**src/brr_pkg.sv**
```systemverilog
`timescale 1ns / 1ps
// Shared types, register codes and coding functions for the BRR block encoder.
// No dependencies; every other file refers to it by scoped names.
package brr_pkg;

   localparam int BlockSamples = 16;
   localparam int SampleWidth  = 16;
   localparam int ShiftMax     = 12;

   // register indexes on the csr port (byte address 4*i)
   localparam logic [1:0] REG_FORMAT = 2'd0;
   localparam logic [1:0] REG_SKIP   = 2'd1;
   localparam logic [1:0] REG_BIAS   = 2'd2;

   typedef struct packed {
      logic [15:0] sample_raw;
      logic        final_sample;
   } req_type;

   typedef struct packed {
      logic [7:0] out_byte;
      logic       block_last;
   } rsp_type;

   typedef struct packed {
      logic       sample_format;
      logic [7:0] skip_count;
      logic [7:0] header_bias;
   } cfg_type;

   // one closed block handed from front to back
   typedef struct packed {
      logic [7:0]                               header;
      logic [3:0]                               shift;
      logic [BlockSamples-1:0][SampleWidth-1:0] samples;
   } blk_type;

   // shift 0..12 by power-of-two thresholds 0x8 .. 0x4000
   function automatic logic [3:0] pick_shift(input logic [15:0] peak);
      logic [3:0] s;
      s = 4'd0;
      for (int i = 0; i < ShiftMax; i++) begin
         if (peak >= 16'(16'h0008 << i)) begin
            s = 4'(i + 1);
         end
      end
      return s;
   endfunction

   // sign-magnitude truncation to a 4-bit code
   function automatic logic [3:0] nibble_of(input logic [15:0] v, input logic [3:0] sh);
      logic [15:0] pos;
      logic [16:0] m;
      pos = v >> sh;
      m   = (17'h10000 - {1'b0, v}) >> sh;
      if (!v[15]) begin
         return pos[3:0];
      end
      return 4'h0 - m[3:0];
   endfunction

endpackage

```
**src/brr_front.sv**
```systemverilog
`timescale 1ns / 1ps
// Front end: sample intake, decimation, format conversion, peak tracking and
// block assembly. Depends on brr_pkg.
module brr_front (
   input  logic             clock,
   input  logic             reset,
   input  brr_pkg::cfg_type cfg,
   input  logic             req_push,
   output logic             req_full,
   input  brr_pkg::req_type req_data,
   output logic             blk_push,
   input  logic             blk_full,
   output brr_pkg::blk_type blk_data
);

   logic [7:0]  skip_left_ff, skip_left_in;
   logic [3:0]  fill_ff, fill_in;
   logic [15:0] peak_ff, peak_in;
   logic [15:0] store_ff [brr_pkg::BlockSamples];

   logic        accept, keep, close;
   logic [15:0] v, mag, peak_new;
   logic [3:0]  sh;

   assign req_full = blk_full;
   assign accept   = req_push && !req_full;

   always_comb begin
      keep = accept && ((skip_left_ff == 8'd0) || req_data.final_sample);
      if (cfg.sample_format) begin
         v = req_data.sample_raw;
      end else begin
         v = {~req_data.sample_raw[7], req_data.sample_raw[6:0], 8'h00};
      end
      mag      = v[15] ? 16'(17'h10000 - {1'b0, v}) : v;
      peak_new = (mag > peak_ff) ? mag : peak_ff;
      close    = keep && (req_data.final_sample || (fill_ff == 4'(brr_pkg::BlockSamples - 1)));
      sh       = brr_pkg::pick_shift(peak_new);

      blk_push        = close;
      blk_data.shift  = sh;
      blk_data.header = 8'({sh, 4'h0} + {7'd0, req_data.final_sample} + cfg.header_bias);
      // entries past the new sample were never written in this block: zero
      for (int i = 0; i < brr_pkg::BlockSamples; i++) begin
         if (4'(i) < fill_ff) begin
            blk_data.samples[i] = store_ff[i];
         end else if (4'(i) == fill_ff) begin
            blk_data.samples[i] = v;
         end else begin
            blk_data.samples[i] = 16'h0000;
         end
      end

      skip_left_in = skip_left_ff;
      fill_in      = fill_ff;
      peak_in      = peak_ff;
      if (accept && !keep) begin
         skip_left_in = skip_left_ff - 8'd1;
      end else if (keep) begin
         skip_left_in = req_data.final_sample ? 8'd0 : cfg.skip_count;
         if (close) begin
            fill_in = 4'd0;
            peak_in = 16'h0000;
         end else begin
            fill_in = fill_ff + 4'd1;
            peak_in = peak_new;
         end
      end
   end

   always_ff @(posedge clock) begin
      if (reset) begin
         skip_left_ff <= 8'd0;
         fill_ff      <= 4'd0;
         peak_ff      <= 16'h0000;
      end else begin
         skip_left_ff <= skip_left_in;
         fill_ff      <= fill_in;
         peak_ff      <= peak_in;
      end
   end

   always_ff @(posedge clock) begin
      if (keep) begin
         store_ff[fill_ff] <= v;
      end
   end

endmodule

```
**src/brr_fifo.sv**
```systemverilog
`timescale 1ns / 1ps
// Two-entry queue of closed blocks between front and back.
// Depends on brr_pkg for the block type.
module brr_fifo (
   input  logic             clock,
   input  logic             reset,
   input  logic             push,
   input  brr_pkg::blk_type wr_data,
   output logic             full,
   input  logic             pop,
   output brr_pkg::blk_type rd_data,
   output logic             empty
);

   brr_pkg::blk_type mem_ff [2];
   logic             wr_ptr_ff, wr_ptr_in;
   logic             rd_ptr_ff, rd_ptr_in;
   logic [1:0]       count_ff, count_in;
   logic             do_push, do_pop;

   assign full    = (count_ff == 2'd2);
   assign empty   = (count_ff == 2'd0);
   assign do_push = push && !full;
   assign do_pop  = pop && !empty;
   assign rd_data = mem_ff[rd_ptr_ff];

   always_comb begin
      wr_ptr_in = do_push ? ~wr_ptr_ff : wr_ptr_ff;
      rd_ptr_in = do_pop ? ~rd_ptr_ff : rd_ptr_ff;
      count_in  = count_ff + {1'b0, do_push} - {1'b0, do_pop};
   end

   always_ff @(posedge clock) begin
      if (reset) begin
         wr_ptr_ff <= 1'b0;
         rd_ptr_ff <= 1'b0;
         count_ff  <= 2'd0;
      end else begin
         wr_ptr_ff <= wr_ptr_in;
         rd_ptr_ff <= rd_ptr_in;
         count_ff  <= count_in;
      end
   end

   always_ff @(posedge clock) begin
      if (do_push) begin
         mem_ff[wr_ptr_ff] <= wr_data;
      end
   end

endmodule

```
**src/brr_back.sv**
```systemverilog
`timescale 1ns / 1ps
// Back end: walks a queued block and emits header plus eight nibble bytes
// through an output register. Depends on brr_pkg.
module brr_back (
   input  logic             clock,
   input  logic             reset,
   input  logic             blk_empty,
   input  brr_pkg::blk_type blk_data,
   output logic             blk_pop,
   output logic             rsp_empty,
   input  logic             rsp_pop,
   output brr_pkg::rsp_type rsp_data
);

   localparam logic [3:0] LastIdx = 4'(brr_pkg::BlockSamples / 2);

   logic [3:0]       idx_ff, idx_in;
   logic             out_valid_ff, out_valid_in;
   brr_pkg::rsp_type out_ff, out_in;
   logic             load;
   logic [2:0]       pair;
   logic [3:0]       hi, lo;

   assign rsp_empty = !out_valid_ff;
   assign rsp_data  = out_ff;

   always_comb begin
      load    = !blk_empty && (!out_valid_ff || rsp_pop);
      pair    = 3'(idx_ff - 4'd1);
      hi      = brr_pkg::nibble_of(blk_data.samples[{pair, 1'b0}], blk_data.shift);
      lo      = brr_pkg::nibble_of(blk_data.samples[{pair, 1'b1}], blk_data.shift);
      blk_pop = load && (idx_ff == LastIdx);

      out_in           = out_ff;
      out_valid_in     = out_valid_ff && !rsp_pop;
      idx_in           = idx_ff;
      if (load) begin
         out_valid_in       = 1'b1;
         out_in.out_byte    = (idx_ff == 4'd0) ? blk_data.header : {hi, lo};
         out_in.block_last  = (idx_ff == LastIdx);
         idx_in             = (idx_ff == LastIdx) ? 4'd0 : idx_ff + 4'd1;
      end
   end

   always_ff @(posedge clock) begin
      if (reset) begin
         idx_ff       <= 4'd0;
         out_valid_ff <= 1'b0;
      end else begin
         idx_ff       <= idx_in;
         out_valid_ff <= out_valid_in;
      end
   end

   always_ff @(posedge clock) begin
      out_ff <= out_in;
   end

endmodule

```
**src/brr_block_encoder_top.sv**
```systemverilog
`timescale 1ns / 1ps
// Top level of the BRR block encoder: csr registers plus front, block queue
// and back. Depends on brr_pkg, brr_front, brr_fifo and brr_back.
//
// Usage: push PCM sample words on req_* (accepted when req_push is high and
// req_full low). Each kept sample is followed by skip_count dropped ones; a
// word with final_sample set is always kept and closes the block. Every
// sixteen kept samples, or at a final word, the block leaves as nine words on
// rsp_*: the header, then eight bytes of two nibbles each (even sample high);
// block_last marks the ninth. rsp_empty low means rsp_data holds the oldest
// word; rsp_pop takes it.
// Samples go in at one per cycle while req_full is low; the back end emits one
// byte per cycle while rsp_pop is high, nine per block, and a two-block queue
// between them lets the front keep taking samples while a block drains.
// If the receiver stalls, bytes back up into the block queue; once it holds
// two blocks, req_full rises until the back end frees a slot.
// Reset clears the block under assembly, the queue and the output register,
// and sets sample_format to 16-bit, skip_count and header_bias to 0.
// Registers: 0x0 sample_format, 0x4 skip_count, 0x8 header_bias.
module brr_block_encoder_top (
   input  logic             clock,
   input  logic             reset,
   input  logic             req_push,
   output logic             req_full,
   input  brr_pkg::req_type req_data,
   output logic             rsp_empty,
   input  logic             rsp_pop,
   output brr_pkg::rsp_type rsp_data,
   input  logic             csr_psel,
   input  logic             csr_penable,
   input  logic             csr_pwrite,
   input  logic [3:0]       csr_paddr,
   input  logic [31:0]      csr_pwdata,
   output logic [31:0]      csr_prdata,
   output logic             csr_pready
);

   brr_pkg::cfg_type cfg_ff, cfg_in;
   logic             csr_wr;
   logic             blk_push, blk_full, blk_pop, blk_empty;
   brr_pkg::blk_type blk_wr, blk_rd;

   assign csr_pready = 1'b1;
   assign csr_wr     = csr_psel && csr_penable && csr_pwrite;

   always_comb begin
      cfg_in = cfg_ff;
      if (csr_wr) begin
         unique case (csr_paddr[3:2])
            brr_pkg::REG_FORMAT: cfg_in.sample_format = csr_pwdata[0];
            brr_pkg::REG_SKIP:   cfg_in.skip_count    = csr_pwdata[7:0];
            brr_pkg::REG_BIAS:   cfg_in.header_bias   = csr_pwdata[7:0];
            default:             cfg_in = cfg_ff;
         endcase
      end
      unique case (csr_paddr[3:2])
         brr_pkg::REG_FORMAT: csr_prdata = {31'd0, cfg_ff.sample_format};
         brr_pkg::REG_SKIP:   csr_prdata = {24'd0, cfg_ff.skip_count};
         brr_pkg::REG_BIAS:   csr_prdata = {24'd0, cfg_ff.header_bias};
         default:             csr_prdata = 32'd0;
      endcase
   end

   always_ff @(posedge clock) begin
      if (reset) begin
         cfg_ff.sample_format <= 1'b1;
         cfg_ff.skip_count    <= 8'd0;
         cfg_ff.header_bias   <= 8'd0;
      end else begin
         cfg_ff <= cfg_in;
      end
   end

   brr_front u_front (
      .clock    (clock),
      .reset    (reset),
      .cfg      (cfg_ff),
      .req_push (req_push),
      .req_full (req_full),
      .req_data (req_data),
      .blk_push (blk_push),
      .blk_full (blk_full),
      .blk_data (blk_wr)
   );

   brr_fifo u_fifo (
      .clock   (clock),
      .reset   (reset),
      .push    (blk_push),
      .wr_data (blk_wr),
      .full    (blk_full),
      .pop     (blk_pop),
      .rd_data (blk_rd),
      .empty   (blk_empty)
   );

   brr_back u_back (
      .clock     (clock),
      .reset     (reset),
      .blk_empty (blk_empty),
      .blk_data  (blk_rd),
      .blk_pop   (blk_pop),
      .rsp_empty (rsp_empty),
      .rsp_pop   (rsp_pop),
      .rsp_data  (rsp_data)
   );

endmodule

```
**config.mk**
```make
export PLATFORM = sky130hd
export DESIGN_NAME = brr_block_encoder_top
export DESIGN_NICKNAME = d
export VERILOG_FILES = /design/src/brr_pkg.sv /design/src/brr_front.sv /design/src/brr_fifo.sv /design/src/brr_back.sv /design/src/brr_block_encoder_top.sv
export SDC_FILE = /design/constraint.sdc
export NUM_CORES = 1
export LEC_CHECK = 0
export ABC_CLOCK_PERIOD_IN_PS = 26800
export BUFFER_PORTS_ARGS = -buffer_cell sky130_fd_sc_hd__buf_2
export CAP_MARGIN = 40
export CORE_MARGIN = 2
export CORE_UTILIZATION = 45
export DETAILED_ROUTE_END_ITERATION = 12
export PLACE_DENSITY = 0.6
export SLEW_MARGIN = 20
export SYNTH_ARGS = -nofsm -noshare
export SYNTH_HDL_FRONTEND = slang
export SYNTH_SLANG_ARGS = --single-unit
```
**constraint.sdc**
```tcl
create_clock -name clock -period 26.8 [get_ports clock]
set_input_delay 8.04 -clock clock [delete_from_list [all_inputs] [get_ports clock]]
set_output_delay 8.04 -clock clock [all_outputs]
set_load 0.01 [all_outputs]
```
==> results_dict.tcl <==
set metrics [dict create \
    status "completed" \
    remaining_drc_errors 0 \
    synth_edf_count 785 \
    final_common_cell "sky130_fd_sc_hd__edfxtp_1" \
    drtIter0Drc 2718 \
    grt_pass1_wl_um 149900 \
    netlist_instances 2765 \
    cts_hold_bufs 0 \
    layout_worst_path_cycle_share 0.6386 \
    max_cap_violations 0 \
    synth-seq-cells 840 \
    crit_path_start_kind "primary input" \
    clock_tree.buffer_depth 3 \
    die_area_sq_um 86860 \
    synth_top_area_frac 0.6198 \
    power.density_cell_area_nw_per_um2 74.33 \
    cp_top_family "simple AND/OR/NAND/NOR gates" \
    path_common_cell "sky130_fd_sc_hd__buf_2" \
    htree_num_levels 3 \
    crit_path_top_delay_cell "sky130_fd_sc_hd__nor2b_1" \
    grt_remaining_overflow 0 \
    portBuffers 52 \
    ys.flop_type "sky130_fd_sc_hd__edfxtp_1" \
    grtUsageTotal 0.2325 \
    dpl.cell_count 3865 \
    cts.repair.resized 0 \
    crit_path_cell_trace "buf_2 -> nor2b_1 -> a22o_1 -> buf_2" \
    final_cell_mix "sky130_fd_sc_hd__edfxtp_1 (785), sky130_fd_sc_hd__nand2_1 (328), sky130_fd_sc_hd__o21ai_0 (216)" \
    synth.cell_area_sq_um 38040 \
    vias 23920 \
    timing.hold.worst.class "reg2reg" \
    detail_route.first_pass.iterations 5 \
    tritoncts "built" \
    antenna-diode-count 0 \
    slowest_delay_ns 0.52 \
    maxSlewViolCount 0 \
    finalWorstPathRequiredPeriod_ns 17.11 \
    worst_slew_pin_slew_ns 1.013 \
    worst-path-buf-inv 2 \
    globalplace.congestion 0.8701 \
    power.static_leakage_nw 14.35 \
    syn2layout_area_growth_pct 12.77 \
    fin_worst_skew_ns 0.04419 \
    rsz_0062_raised_after_global_routing "false" \
    boundaryPins 104 \
    worst_path_max_fanout 7 \
    clock-sinks 840 \
    fillCellCount 6992 \
    timing_worst_setup_path_type "in2out" \
    avgRoutedWirePerCell_um 25.02 \
    clock-root-buffer "sky130_fd_sc_hd__clkbuf_16" \
    layout.cells.non_filler 4039 \
    post_layout_nets 2934 \
    numCtsBuffers 89 \
    antenna_violating_nets_post_route 0 \
    vias_per_cell 5.922 \
    worst_skew_pair.late_latency_ns 0.66 \
    avgSynthCellArea_sq_um 13.76 \
    largest_net_degree_at_the_start_of_global_routing 143 \
    ys_seq_area_frac 0.6487 \
    final_layout_size_suffix_gt1_frac 0.1583 \
    synthDistinctLibCells 94 \
    report.final.setup_viol 0 \
    relSlewSlack 0.3245 \
    post-cts-setup-buffers 0 \
    finalWirelength_um 101000 \
    initial_core_util 0.4545 \
    synth.largest_area_cell "sky130_fd_sc_hd__edfxtp_1" \
    core_region_area_sq_um 83690 \
    rows 106 \
    end_kind "primary output" \
    antenna_violations_before_repair 0 \
    worst_ir_drop_vdd_v 0.00005393 \
    setup_total_negative_slack_ns 0 \
    die_w_um 294.7 \
    clkTransAtPathRegs_ns 0.06 \
    yosysWarningCount 0 \
    synth_area_leaders "sky130_fd_sc_hd__edfxtp_1 (62%), sky130_fd_sc_hd__mux4_2 (6.4%), sky130_fd_sc_hd__nand2_1 (3.2%), sky130_fd_sc_hd__mux2i_1 (3.0%), sky130_fd_sc_hd__dfxtp_1 (2.9%)" \
    detailedPlacementHpwl_um 64380 \
    grt_pass1_vias 23780 \
    required_time_of_the_critical_path_ns 18.76 \
    timing.final.hold_violations 0 \
    cp.arrival_ns 9.07 \
    share_of_flip_flops_with_an_asynchronous_set_or_reset 0 \
    fmax_ghz 0.05843 \
    die_h_um 294.7 \
]
[layout make-up]
class	count	area, sq um	share of cell area
sequential	840	24680	0.5754
multi-input combinational	1681	12200	0.2844
clock buffer	113	2351	0.05481
timing repair buffer	167	1459	0.03401
tap	1134	1419	0.03308
clock inverter	46	566.8	0.01321
inverter	58	217.7	0.005076
[where the power goes]
group          leakage [nW]  switching [mW]  internal [mW]  total (mW)
registers              7.80          0.0130           1.48        1.49
logic                  5.14           0.319          0.161       0.480
clock network          1.41           0.515          0.705        1.22
[synth_stat cells, drive strengths merged (12+ instances only)]
cell,count
ha,37
a31oi,25
o21ai,226
a221oi,16
clkbuf,118
edfxtp,785
nand4,14
mux4,126
a21oi,63
nand2b,13
o31ai,41
a21o,12
mux2i,115
nor2b,20
nor2,196
and2,18
mux2,13
a211oi,30
xnor2,36
a22oi,16
dfxtp,55
a22o,14
nor4,14
nor3,35
buf,90
nand2,329
inv,56
nand3,100
[tightest hold or removal path: cells and delay by family (launching register included)]
| family | cells | cell delay (ns) |
|---|---|---|
| DFF | 1 | 0.31 |
| AOI/OAI and AO/OA | 2 | 0.12 |
[per-layer routing]
metal | global-route usage | part of all wire
met5 | 0 | 0
met4 | 0.06359 | 0.025
met3 | 0.03529 | 0.070
met2 | 0.3872 | 0.49
met1 | 0.3187 | 0.42
[worst paths after layout]
check | startpoint | slack [ns] | cells past startpoint | to
hold / removal | u_front.skip_left_ff[5] | 0.48 | 2 | u_front.skip_left_ff[5]
setup reg to reg | cfg_ff[16] | 19.74 | 25 | u_fifo.mem_ff[0][267]
setup / recovery | csr_paddr[2] | 9.69 | 4 | csr_prdata[1]
hold reg to reg | u_front.skip_left_ff[5] | 0.48 | 2 | u_front.skip_left_ff[5]
[registers in the layout, indices dropped and copies added (netlist names), named ones only]
name and flops:
u_front.store_ff 240, u_back.rsp_data 9, u_back.out_valid_ff 1, u_fifo.rd_ptr_ff 1
u_fifo.mem_ff 536, u_fifo.count_ff 2, u_front.peak_ff 16, u_back.idx_ff 4
u_front.fill_ff 4, u_front.skip_left_ff 8, cfg_ff 17, u_fifo.wr_ptr_ff 1
[metrics by stage]
stage	cell area (sq um)	power (mW)	setup slack, ns	utilization	hold WS (ns)
final	42890	3.188	9.685	0.5125	0.4802
after global routing	42890	3.296	9.581	0.5125	0.5144
after global placement	39390	1.971	9.708	0.4707	0.4651
after CTS	42630	3.197	9.674	0.5094	0.4799
after detailed placement	39710	1.983	9.678	0.4745	0.4719
after floorplan	38130	1.836	7.073	-	0.4535
[cell families (layout without fill, tap and decap cells)]
group | after synthesis | in the layout | share of synthesized area
adders and majority gates | 37 | 37 | 0.01217
AOI/OAI and AO/OA | 525 | 525 | 0.08760
muxes | 254 | 254 | 0.1105
buffers and inverters | 267 | 384 | 0.03543
xor gates and xnor gates | 47 | 47 | 0.01102
DFF | 840 | 840 | 0.6487
and+or+nand+nor | 793 | 793 | 0.09438
other | 2 | 25 | 0.0001974
Note: power is estimated with default switching activity, not from simulation.
